<file path="config.mk">
export PLATFORM = sky130hd
export DESIGN_NAME = lfu_pointer_cache_unit
export DESIGN_NICKNAME = d
export VERILOG_FILES = /design/src/design/lpc_pkg.sv /design/src/design/lpc_ctrl.sv /design/src/design/lpc_dp.sv /design/src/design/lfu_pointer_cache_unit.sv
export SDC_FILE = /design/constraint.sdc
export NUM_CORES = 2
export LEC_CHECK = 0
export ABC_AREA = 1
export BUFFER_PORTS_ARGS = -buffer_cell sky130_fd_sc_hd__buf_4
export CELL_PAD_IN_SITES_DETAIL_PLACEMENT = 1
export CELL_PAD_IN_SITES_GLOBAL_PLACEMENT = 2
export CORE_MARGIN = 2
export CORE_UTILIZATION = 42
export DETAILED_ROUTE_END_ITERATION = 6
export GPL_TIMING_DRIVEN = 0
export PLACE_DENSITY = 0.81
export SYNTH_ARGS = -nofsm -noshare
export SYNTH_HDL_FRONTEND = slang
export SYNTH_SLANG_ARGS = --single-unit
</file>
<file path="constraint.sdc">
create_clock -name i_clk -period 23 [get_ports i_clk]
set_clock_uncertainty 0.15 [all_clocks]
set_input_delay 2.3 -clock i_clk [delete_from_list [all_inputs] [get_ports i_clk]]
set_output_delay 2.3 -clock i_clk [all_outputs]
set_load 0.01 [all_outputs]
</file>
<file path="src/design/lpc_pkg.sv">
package lpc_pkg;

    localparam int ENTRIES    = 5;
    localparam int COUNT_BITS = 16;
    localparam int KEY_W      = 64;
    localparam int DATA_W     = 64;
    localparam int SLOT_W     = 3;
    localparam int IDX_W      = (ENTRIES > 1) ? $clog2(ENTRIES) : 1;

    localparam logic REQ_LOOKUP = 1'b0;
    localparam logic REQ_INSERT = 1'b1;

    typedef logic [KEY_W-1:0]      t_key;
    typedef logic [DATA_W-1:0]     t_data;
    typedef logic [COUNT_BITS-1:0] t_count;
    typedef logic [IDX_W-1:0]      t_idx;
    typedef logic [SLOT_W-1:0]     t_slot;

    typedef struct packed {
        logic start;
        logic step;
        logic commit;
    } t_dp_cmd;

    typedef struct packed {
        logic last;
        logic out_free;
    } t_dp_status;

endpackage

</file>
<file path="src/design/lpc_ctrl.sv">
module lpc_ctrl
    import lpc_pkg::*;
(
    input  logic       i_clk,
    input  logic       i_rst_n,
    input  logic       i_in_valid,
    output logic       o_in_stall,
    input  t_dp_status i_status,
    output t_dp_cmd    o_cmd
);

    typedef enum logic {
        S_IDLE,
        S_SCAN
    } t_state;

    t_state r_state;
    t_state n_state;

    always_comb begin
        n_state      = r_state;
        o_cmd.start  = 1'b0;
        o_cmd.step   = 1'b0;
        o_cmd.commit = 1'b0;
        unique case (r_state)
            S_IDLE: begin
                if (i_in_valid) begin
                    o_cmd.start = 1'b1;
                    n_state     = S_SCAN;
                end
            end
            S_SCAN: begin
                if (!i_status.last) begin
                    o_cmd.step = 1'b1;
                end else if (i_status.out_free) begin
                    o_cmd.step   = 1'b1;
                    o_cmd.commit = 1'b1;
                    n_state      = S_IDLE;
                end
            end
            default: n_state = S_IDLE;
        endcase
    end

    always_ff @(posedge i_clk) begin
        if (!i_rst_n) begin
            r_state <= S_IDLE;
        end else begin
            r_state <= n_state;
        end
    end

    assign o_in_stall = (r_state != S_IDLE);

`ifndef NO_ASSERTIONS
    a_hold_on_full: assert property (@(posedge i_clk) disable iff (!i_rst_n)
        (r_state == S_SCAN) && i_status.last && !i_status.out_free |=> (r_state == S_SCAN))
        else $error("scan left while result register blocked");

    a_commit_idle: assert property (@(posedge i_clk) disable iff (!i_rst_n)
        o_cmd.commit |=> (r_state == S_IDLE) && !o_in_stall)
        else $error("no return to idle after commit");

    a_start_idle: assert property (@(posedge i_clk) disable iff (!i_rst_n)
        o_cmd.start |-> (r_state == S_IDLE) && !o_in_stall)
        else $error("start outside idle");
`endif

endmodule

</file>
<file path="src/design/lpc_dp.sv">
module lpc_dp
    import lpc_pkg::*;
(
    input  logic       i_clk,
    input  logic       i_rst_n,
    input  t_dp_cmd    i_cmd,
    output t_dp_status o_status,
    input  logic       i_req_type,
    input  t_key       i_key,
    input  t_data      i_fill_data,
    output logic       o_out_valid,
    input  logic       i_out_stall,
    output logic       o_hit,
    output t_slot      o_slot,
    output t_data      o_data_out
);

    t_key   r_keys   [ENTRIES];
    t_data  r_data   [ENTRIES];
    t_count r_counts [ENTRIES];

    logic   r_req;
    t_key   r_key;
    t_data  r_fill;
    t_idx   r_idx;
    logic   r_found;
    t_idx   r_match_idx;
    t_data  r_match_data;
    t_count r_match_cnt;
    t_idx   r_best_idx;
    t_count r_best_cnt;

    logic   r_out_valid;
    logic   r_hit;
    t_slot  r_slot;
    t_data  r_data_out;

    t_key   cur_key;
    t_data  cur_data;
    t_count cur_cnt;
    logic   cur_match;
    logic   take_cur;
    logic   sel_found;
    t_idx   sel_match_idx;
    t_data  sel_match_data;
    t_count sel_match_cnt;
    t_idx   sel_best_idx;
    t_count sel_best_cnt;
    t_count sat_cnt;
    t_idx   res_idx;
    logic [IDX_W+SLOT_W-1:0] res_wide;

    assign cur_key   = r_keys[r_idx];
    assign cur_data  = r_data[r_idx];
    assign cur_cnt   = r_counts[r_idx];
    assign cur_match = (cur_key == r_key);
    assign take_cur  = (r_idx == '0) || (cur_cnt < r_best_cnt);

    assign sel_found      = r_found || cur_match;
    assign sel_match_idx  = r_found ? r_match_idx  : r_idx;
    assign sel_match_data = r_found ? r_match_data : cur_data;
    assign sel_match_cnt  = r_found ? r_match_cnt  : cur_cnt;
    assign sel_best_idx   = take_cur ? r_idx   : r_best_idx;
    assign sel_best_cnt   = take_cur ? cur_cnt : r_best_cnt;

    assign sat_cnt  = (sel_match_cnt == '1) ? sel_match_cnt : sel_match_cnt + 1'b1;
    assign res_idx  = (r_req == REQ_INSERT) ? sel_best_idx
                    : (sel_found ? sel_match_idx : '0);
    assign res_wide = {{SLOT_W{1'b0}}, res_idx};

    assign o_status.last     = (r_idx == IDX_W'(ENTRIES - 1));
    assign o_status.out_free = !r_out_valid || !i_out_stall;

    // entry store
    always_ff @(posedge i_clk) begin
        if (!i_rst_n) begin
            for (int i = 0; i < ENTRIES; i++) begin
                r_keys[i]   <= '0;
                r_data[i]   <= '0;
                r_counts[i] <= '0;
            end
        end else if (i_cmd.commit) begin
            if (r_req == REQ_INSERT) begin
                r_keys[sel_best_idx]   <= r_key;
                r_data[sel_best_idx]   <= r_fill;
                r_counts[sel_best_idx] <= '0;
            end else if (sel_found) begin
                r_counts[sel_match_idx] <= sat_cnt;
            end
        end
    end

    // scan control
    always_ff @(posedge i_clk) begin
        if (!i_rst_n) begin
            r_idx       <= '0;
            r_found     <= 1'b0;
            r_out_valid <= 1'b0;
        end else begin
            if (i_cmd.start) begin
                r_idx   <= '0;
                r_found <= 1'b0;
            end else if (i_cmd.step) begin
                r_found <= sel_found;
                if (!o_status.last) begin
                    r_idx <= r_idx + 1'b1;
                end
            end
            if (i_cmd.commit) begin
                r_out_valid <= 1'b1;
            end else if (!i_out_stall) begin
                r_out_valid <= 1'b0;
            end
        end
    end

    // request and result payload
    always_ff @(posedge i_clk) begin
        if (i_cmd.start) begin
            r_req  <= i_req_type;
            r_key  <= i_key;
            r_fill <= i_fill_data;
        end
        if (i_cmd.step) begin
            r_match_idx  <= sel_match_idx;
            r_match_data <= sel_match_data;
            r_match_cnt  <= sel_match_cnt;
            r_best_idx   <= sel_best_idx;
            r_best_cnt   <= sel_best_cnt;
        end
        if (i_cmd.commit) begin
            r_hit      <= (r_req == REQ_LOOKUP) && sel_found;
            r_slot     <= res_wide[SLOT_W-1:0];
            r_data_out <= (r_req == REQ_INSERT) ? r_fill
                        : (sel_found ? sel_match_data : '0);
        end
    end

    assign o_out_valid = r_out_valid;
    assign o_hit       = r_hit;
    assign o_slot      = r_slot;
    assign o_data_out  = r_data_out;

`ifndef NO_ASSERTIONS
    a_idx_range: assert property (@(posedge i_clk) disable iff (!i_rst_n)
        r_idx <= IDX_W'(ENTRIES - 1))
        else $error("scan index out of range");

    a_insert_clears: assert property (@(posedge i_clk) disable iff (!i_rst_n)
        i_cmd.commit && (r_req == REQ_INSERT) |=> (r_counts[$past(sel_best_idx)] == '0))
        else $error("replaced entry count not cleared");

    a_commit_valid: assert property (@(posedge i_clk) disable iff (!i_rst_n)
        i_cmd.commit |=> r_out_valid)
        else $error("result lost after commit");
`endif

endmodule

</file>
<file path="src/design/lfu_pointer_cache_unit.sv">
// Fully associative key-to-data cache of ENTRIES entries with least-frequently-used
// replacement. A lookup (req_type 0) returns hit, the slot and its data and bumps that
// entry's saturating hit count; an insert (req_type 1) overwrites the lowest-indexed entry
// with the smallest count and returns its slot and the fill data. Entries reset to key 0
// with no valid bits, so key 0 hits after reset. One item is taken at a time: an accept
// step, then a scan that visits the entries one by one because it reads the entry store
// through a single read port; the last scan step writes the entry and loads the result
// register, and waits there while a previous result is still held.
module lfu_pointer_cache_unit
    import lpc_pkg::*;
(
    input  logic  i_clk,
    input  logic  i_rst_n,
    input  logic  i_in_valid,
    output logic  o_in_stall,
    input  logic  i_req_type,
    input  t_key  i_key,
    input  t_data i_fill_data,
    output logic  o_out_valid,
    input  logic  i_out_stall,
    output logic  o_hit,
    output t_slot o_slot,
    output t_data o_data_out
);

    t_dp_cmd    dp_cmd;
    t_dp_status dp_status;

    lpc_ctrl u_ctrl (
        .i_clk      (i_clk),
        .i_rst_n    (i_rst_n),
        .i_in_valid (i_in_valid),
        .o_in_stall (o_in_stall),
        .i_status   (dp_status),
        .o_cmd      (dp_cmd)
    );

    lpc_dp u_dp (
        .i_clk       (i_clk),
        .i_rst_n     (i_rst_n),
        .i_cmd       (dp_cmd),
        .o_status    (dp_status),
        .i_req_type  (i_req_type),
        .i_key       (i_key),
        .i_fill_data (i_fill_data),
        .o_out_valid (o_out_valid),
        .i_out_stall (i_out_stall),
        .o_hit       (o_hit),
        .o_slot      (o_slot),
        .o_data_out  (o_data_out)
    );

endmodule
</file>
### Word-level counts from Yosys, hierarchy flattened

Memories as Yosys holds them, arrays and structs flattened. A register that Yosys moved wholly into a read port is not among the register bits.
Index checks and enable logic that the tools add are counted.

* bits in latches: 0
* logic and storage cells: 91
* RAM bits: 720
* register bits: 305
* input port bits: 133
* output and inout bits: 70
* memories kept: 3
* memory bits (read-only): 0

* eq/ne operators: 4
* $lt $le $gt $ge: 1
* bitwise operators: 4
* muxes and demuxes: 48
* reductions and logical operators: 14
* add/subtract/negate cells: 2
* shift-type cells: 0
* multiply operators: 0
* div/mod/pow operators: 0

Memories
* u_dp.r_data: words 5, width 64, rd ports 1, clocked after memory_dff 1, wr ports 5, RTL line lpc_dp.sv:19 `t_data r_data [ENTRIES];`
* u_dp.r_keys: words 5, width 64, rd ports 1, clocked after memory_dff 1, wr ports 5, RTL line lpc_dp.sv:18 `t_key r_keys [ENTRIES];`
* u_dp.r_counts: words 5, width 16, rd ports 1, clocked after memory_dff 1, wr ports 5, RTL line lpc_dp.sv:20 `t_count r_counts [ENTRIES];`

Operators with widths (number)
* $mux W64: 5
* $reduce_or A64 Y1: 2
* $eq A64 B64 Y1: 1
* $mux W16: 4
* $mux W3: 14
* $reduce_or A16 Y1: 2
* $mux W1: 22
* $add A16 B1 Y16 const B: 1
* $eq A16 B16 Y1 const B: 1
* $lt A16 B16 Y1: 1
* $mux W2: 2
* $not A1 Y1: 4
* $reduce_and A2 Y1: 2
* $add A3 B1 Y3 const B: 1
* $eq A3 B3 Y1 const B: 1
* $logic_not A3 Y1: 1
* $logic_or A1 B1 Y1: 3
* $logic_not A1 Y1: 2
* $ne A2 B1 Y1 const B: 1
* $pmux W1 S2: 1
* $reduce_or A2 Y1: 1
* $logic_and A1 B1 Y1: 1

### Depth between registers and ports, before layout

* word-level depth: 11
* mapped depth: 28
* mapped depth without buffers: 23

### By module

Synthesis repeated with hierarchy kept, for this count alone.

* cell total of the unflattened synthesis: 5670
* area, all modules: 61923.1 um^2

Modules (own cells, without submodules)
* lpc_dp: area each 61864.3 um^2, cells each 5660, times used 1, sequential area each 43731.9 um^2
* lpc_ctrl: area each 58.8 um^2, cells each 10, times used 1, sequential area each 20.0 um^2

### Worst setup path after synthesis

No wires, ideal clock.

* path kind: in2reg
* from: in i_out_stall
* to: mem u_dp.r_data[6][0] in the netlist's numbering (enable)
* cell stages on the path: 5
* data required time: 21.922 ns
* setup slack: 4.033 ns
* data arrival time: 17.889 ns
* library setup time: 0.928 ns
* path buffers: 0
* cells stage by stage: nand2_1 -> nand2_1 -> nor2_1 -> nand2_1 -> nor4_1

RTL lines
* from (decl): RTL line lfu_pointer_cache_unit.sv:20 `input logic i_out_stall,`
* to (decl): RTL line lpc_dp.sv:19

==> results.sh <==
export IMPL_finalSetupViolCount=0
export IMPL_min_path_type="reg -> reg"
export IMPL_rr_worst_depth=19
export IMPL_numCtsBuffers=162
export IMPL_clk_pin_slew_ns=0.06
export IMPL_grt_ovfl_total=0
export IMPL_mostFrequentLayoutCell="edfxtp_1"
export IMPL_post_cts_resized=0
export IMPL_first_pass_iters=5
export IMPL_holdBufCountCts=0
export IMPL_finalPower_uw=6050
export IMPL_area_growth_pct=16.4
export IMPL_hold_viol=0
export IMPL_synth_cells=5714
export IMPL_core_um2=148000
export IMPL_met1_usage=0.401
export IMPL_fin_hold_ws_ns=0.345
export IMPL_synth_cell_types=41
export IMPL_max_slew_margin=0.00134
export IMPL_clockBufferDepth=3
export IMPL_dieArea_um2=152000
export IMPL_fillers=15800
export IMPL_dp_hpwl_um=151000
export IMPL_synth_ff_type="edfxtp_1"
export IMPL_use_met2=0.498
export IMPL_grt_setup_unrepaired="false"
export IMPL_start_util=0.422
export IMPL_worstHoldStart="u_dp.r_fill[30]"
export IMPL_multiInputGateArea_um2=15500
export IMPL_cts_sinks=1460
export IMPL_hold_depth=0
export IMPL_ys_seq_area_frac=0.701
export IMPL_die_w_um=389
export IMPL_num_vias=46500
export IMPL_critPathArrivalTime_ns=7.85
export IMPL_slew_viol_final=0
export IMPL_row_count=141
export IMPL_min_period_ns=7.49
export IMPL_ir_drop_v=0.0000780
export IMPL_seq_area_um2=43800
export IMPL_layout_common_cells="edfxtp_1, nor2_1, nand2_1"
export IMPL_io_buffer_count=202
export IMPL_post_drt_wl_per_cell_um=28.1
export IMPL_crit_type="reg -> reg"
export IMPL_cts_tree="done"
export IMPL_worstMarginPinSlew_ns=1.50
export IMPL_async_flop_share=0
export IMPL_violations="max-capacitance violations"
export IMPL_grt_usage=0.303
export IMPL_fin_crit_sh=0.325
export IMPL_drtAntennaViolNets=0
export IMPL_final_area_um2=72600
export IMPL_placed_cell_area_um2=67500
export IMPL_grt_max_degree=50
export IMPL_grt_use_met3=0.0460
export IMPL_ys_seq_elements=1460
export IMPL_tns_ns=0
export IMPL_routed_wl_um=231000
export IMPL_h_tree_depth=4
export IMPL_crit_path_end_kind="flop"
export IMPL_whs_endpoint="u_dp.r_data[5][30]"
export IMPL_syn_area_um2=62400
export IMPL_cts_root_buf="clkbuf_16"
export IMPL_avgSynthCellArea_um2=10.9
export IMPL_status="finished with violations"
export IMPL_fp_dieH_um=389
export IMPL_worstPathMaxFanout=39
export IMPL_worstSetupStartpointType="flop"
export IMPL_via_per_inst=5.66
export IMPL_drt_iter0_drc=4901
export IMPL_drive_gt1_frac=0.107
export IMPL_drc=0
export IMPL_finalWeightedCongestion=0.840
export IMPL_grt_pass1_vias=47200
export IMPL_grt_busiest_layer="met2"
export IMPL_postCtsSetupBuffers=0
export IMPL_synth_edf_count=1451
export IMPL_grt_pass1_wl_um=329000
export IMPL_io_pins=203
export IMPL_max_freq_mhz=134
export IMPL_drv_cap=1
export IMPL_fin_nets=6306
export IMPL_yosysWarningCount=0
export IMPL_antenna_found_initial=9
export IMPL_clock_latency_ns=0.82
export IMPL_worst_ep_required_time_ns=23.36
export IMPL_cellPowerDensity_nw_per_um2=83.3
export IMPL_r2r_end="u_dp.r_data[4][10]"
export IMPL_rrSetupSlack_ns=15.51
export IMPL_total_leakage_power_uw=0.0286
export IMPL_syn_nets=5865
-- through the flow --
stage / util / setup slack [ns] / cells
3_5_place_dp: 0.457 / 15.59 / 7921
4_1_cts: 0.492 / 15.64 / 8211
3_3_place_gp: 0.449 / -14.69 / 7846
6_report: 0.492 / 15.51 / 8214
5_1_grt: 0.492 / 15.29 / 8212
2_1_floorplan: - / 4.03 / 5714
-- state kept, by name, summed over array words and instances, names as in the netlist, 16 cells and up, named ones only --
| name | cells |
|---|---|
| u_dp.r_data | 512 |
| u_dp.r_match_cnt | 16 |
| u_dp.r_key | 64 |
| u_dp.r_counts | 128 |
| u_dp.o_data_out | 64 |
| u_dp.r_match_data | 64 |
| u_dp.r_keys | 512 |
| u_dp.r_fill | 64 |
| u_dp.r_best_cnt | 16 |
-- cells in the mapped netlist (3+ instances only) --
library cell  instances  area, µm²
o21ai_4              12        195
o21ai_0             380       1900
o211ai_1             31        233
o21ai_1              43        215
nor2_2                6       37.5
or2_2                 4       25.0
buf_6                17        191
o22ai_1              45        282
dfxtp_1               9        180
nand3b_1              5       37.5
buf_1                21       78.8
inv_2                 8       30.0
o21a_1                4       30.0
a21oi_1               7       35.0
buf_2                83        415
inv_1               440       1650
nand4_1              13       81.3
nor3_1               11       55.1
ha_1                 18        225
a21boi_0              3       22.5
xor2_1                8       70.1
buf_4                16        120
clkbuf_1            194        728
nand2_1            1178       4420
nor2_1             1185       4450
nand3_1             391       1960
o221ai_1            106        928
nand2_2               8       50.1
edfxtp_1           1451      43600
-- layout make-up --
cell class	instances	share of cell area
sequential	1460	0.602
clock inverter	88	0.0105
inverter	450	0.0233
antenna	3	0.000103
multi-input combinational	3471	0.213
buffer	333	0.0216
timing repair buffer	277	0.0358
clock buffer	202	0.0599
tap	1930	0.0333
-- worst max-delay path, stage by stage (launching register included) --
cell and delay, ns:
dfxtp_1 0.41, inv_2 0.15, buf_2 0.46, buf_2 0.45, buf_2 0.46, o21a_1 0.36, inv_1 0.10, ha_1 0.32
a21oi_1 0.14, nor2_1 0.05, a2111oi_0 0.34, nand2_1 0.29, nand3b_1 0.16, nand2_1 0.17, nand4_1 0.24, clkbuf_1 0.73
buf_1 0.72, nand2_4 0.71, buf_16 0.44, buf_16 0.22
-- power by group --
group          internal, µW  switching (µW)
clock                  1460            1080
sequential             3010            39.6
combinational           118             340
-- cells by family (layout without fill, tap and decap cells) --
| group | Yosys count | after routing | share of synthesized area |
|---|---|---|---|
| and+or+nand+nor | 2804 | 2804 | 0.179 |
| DFF | 1460 | 1460 | 0.701 |
| buffers and inverters | 783 | 1350 | 0.0522 |
| AOI/OAI and AO/OA | 639 | 639 | 0.0628 |
| adders and majority gates | 18 | 18 | 0.00361 |
| xor gates and xnor gates | 10 | 10 | 0.00140 |
| other | 0 | 3 | 0 |
-- per-layer routing --
| metal | wire [µm] | up-vias |
|---|---|---|
| li1 | - | 20300 |
| met1 | 94500 | 23700 |
| met2 | 110000 | 2017 |
| met3 | 17000 | 502 |
| met4 | 10000 | 2 |
| met5 | 7 | - |
-- worst max-delay path by stage --
| stage | startpoint | endpoint | slack, ns |
|---|---|---|---|
| finish | flop | u_dp.r_data[4][10] | 15.51 |
| CTS | flop | u_dp.r_data[4][34] | 15.64 |
| detailed placement | i_out_stall | u_dp.r_data[4][19] | 15.59 |
| floorplan | i_out_stall | u_dp.r_data[6][0] | 4.03 |
| global route | flop | u_dp.r_data[4][20] | 15.29 |
| global placement | i_out_stall | u_dp.r_keys[6][29] | -14.69 |
No activity file was read; power rests on OpenSTA's default activity.
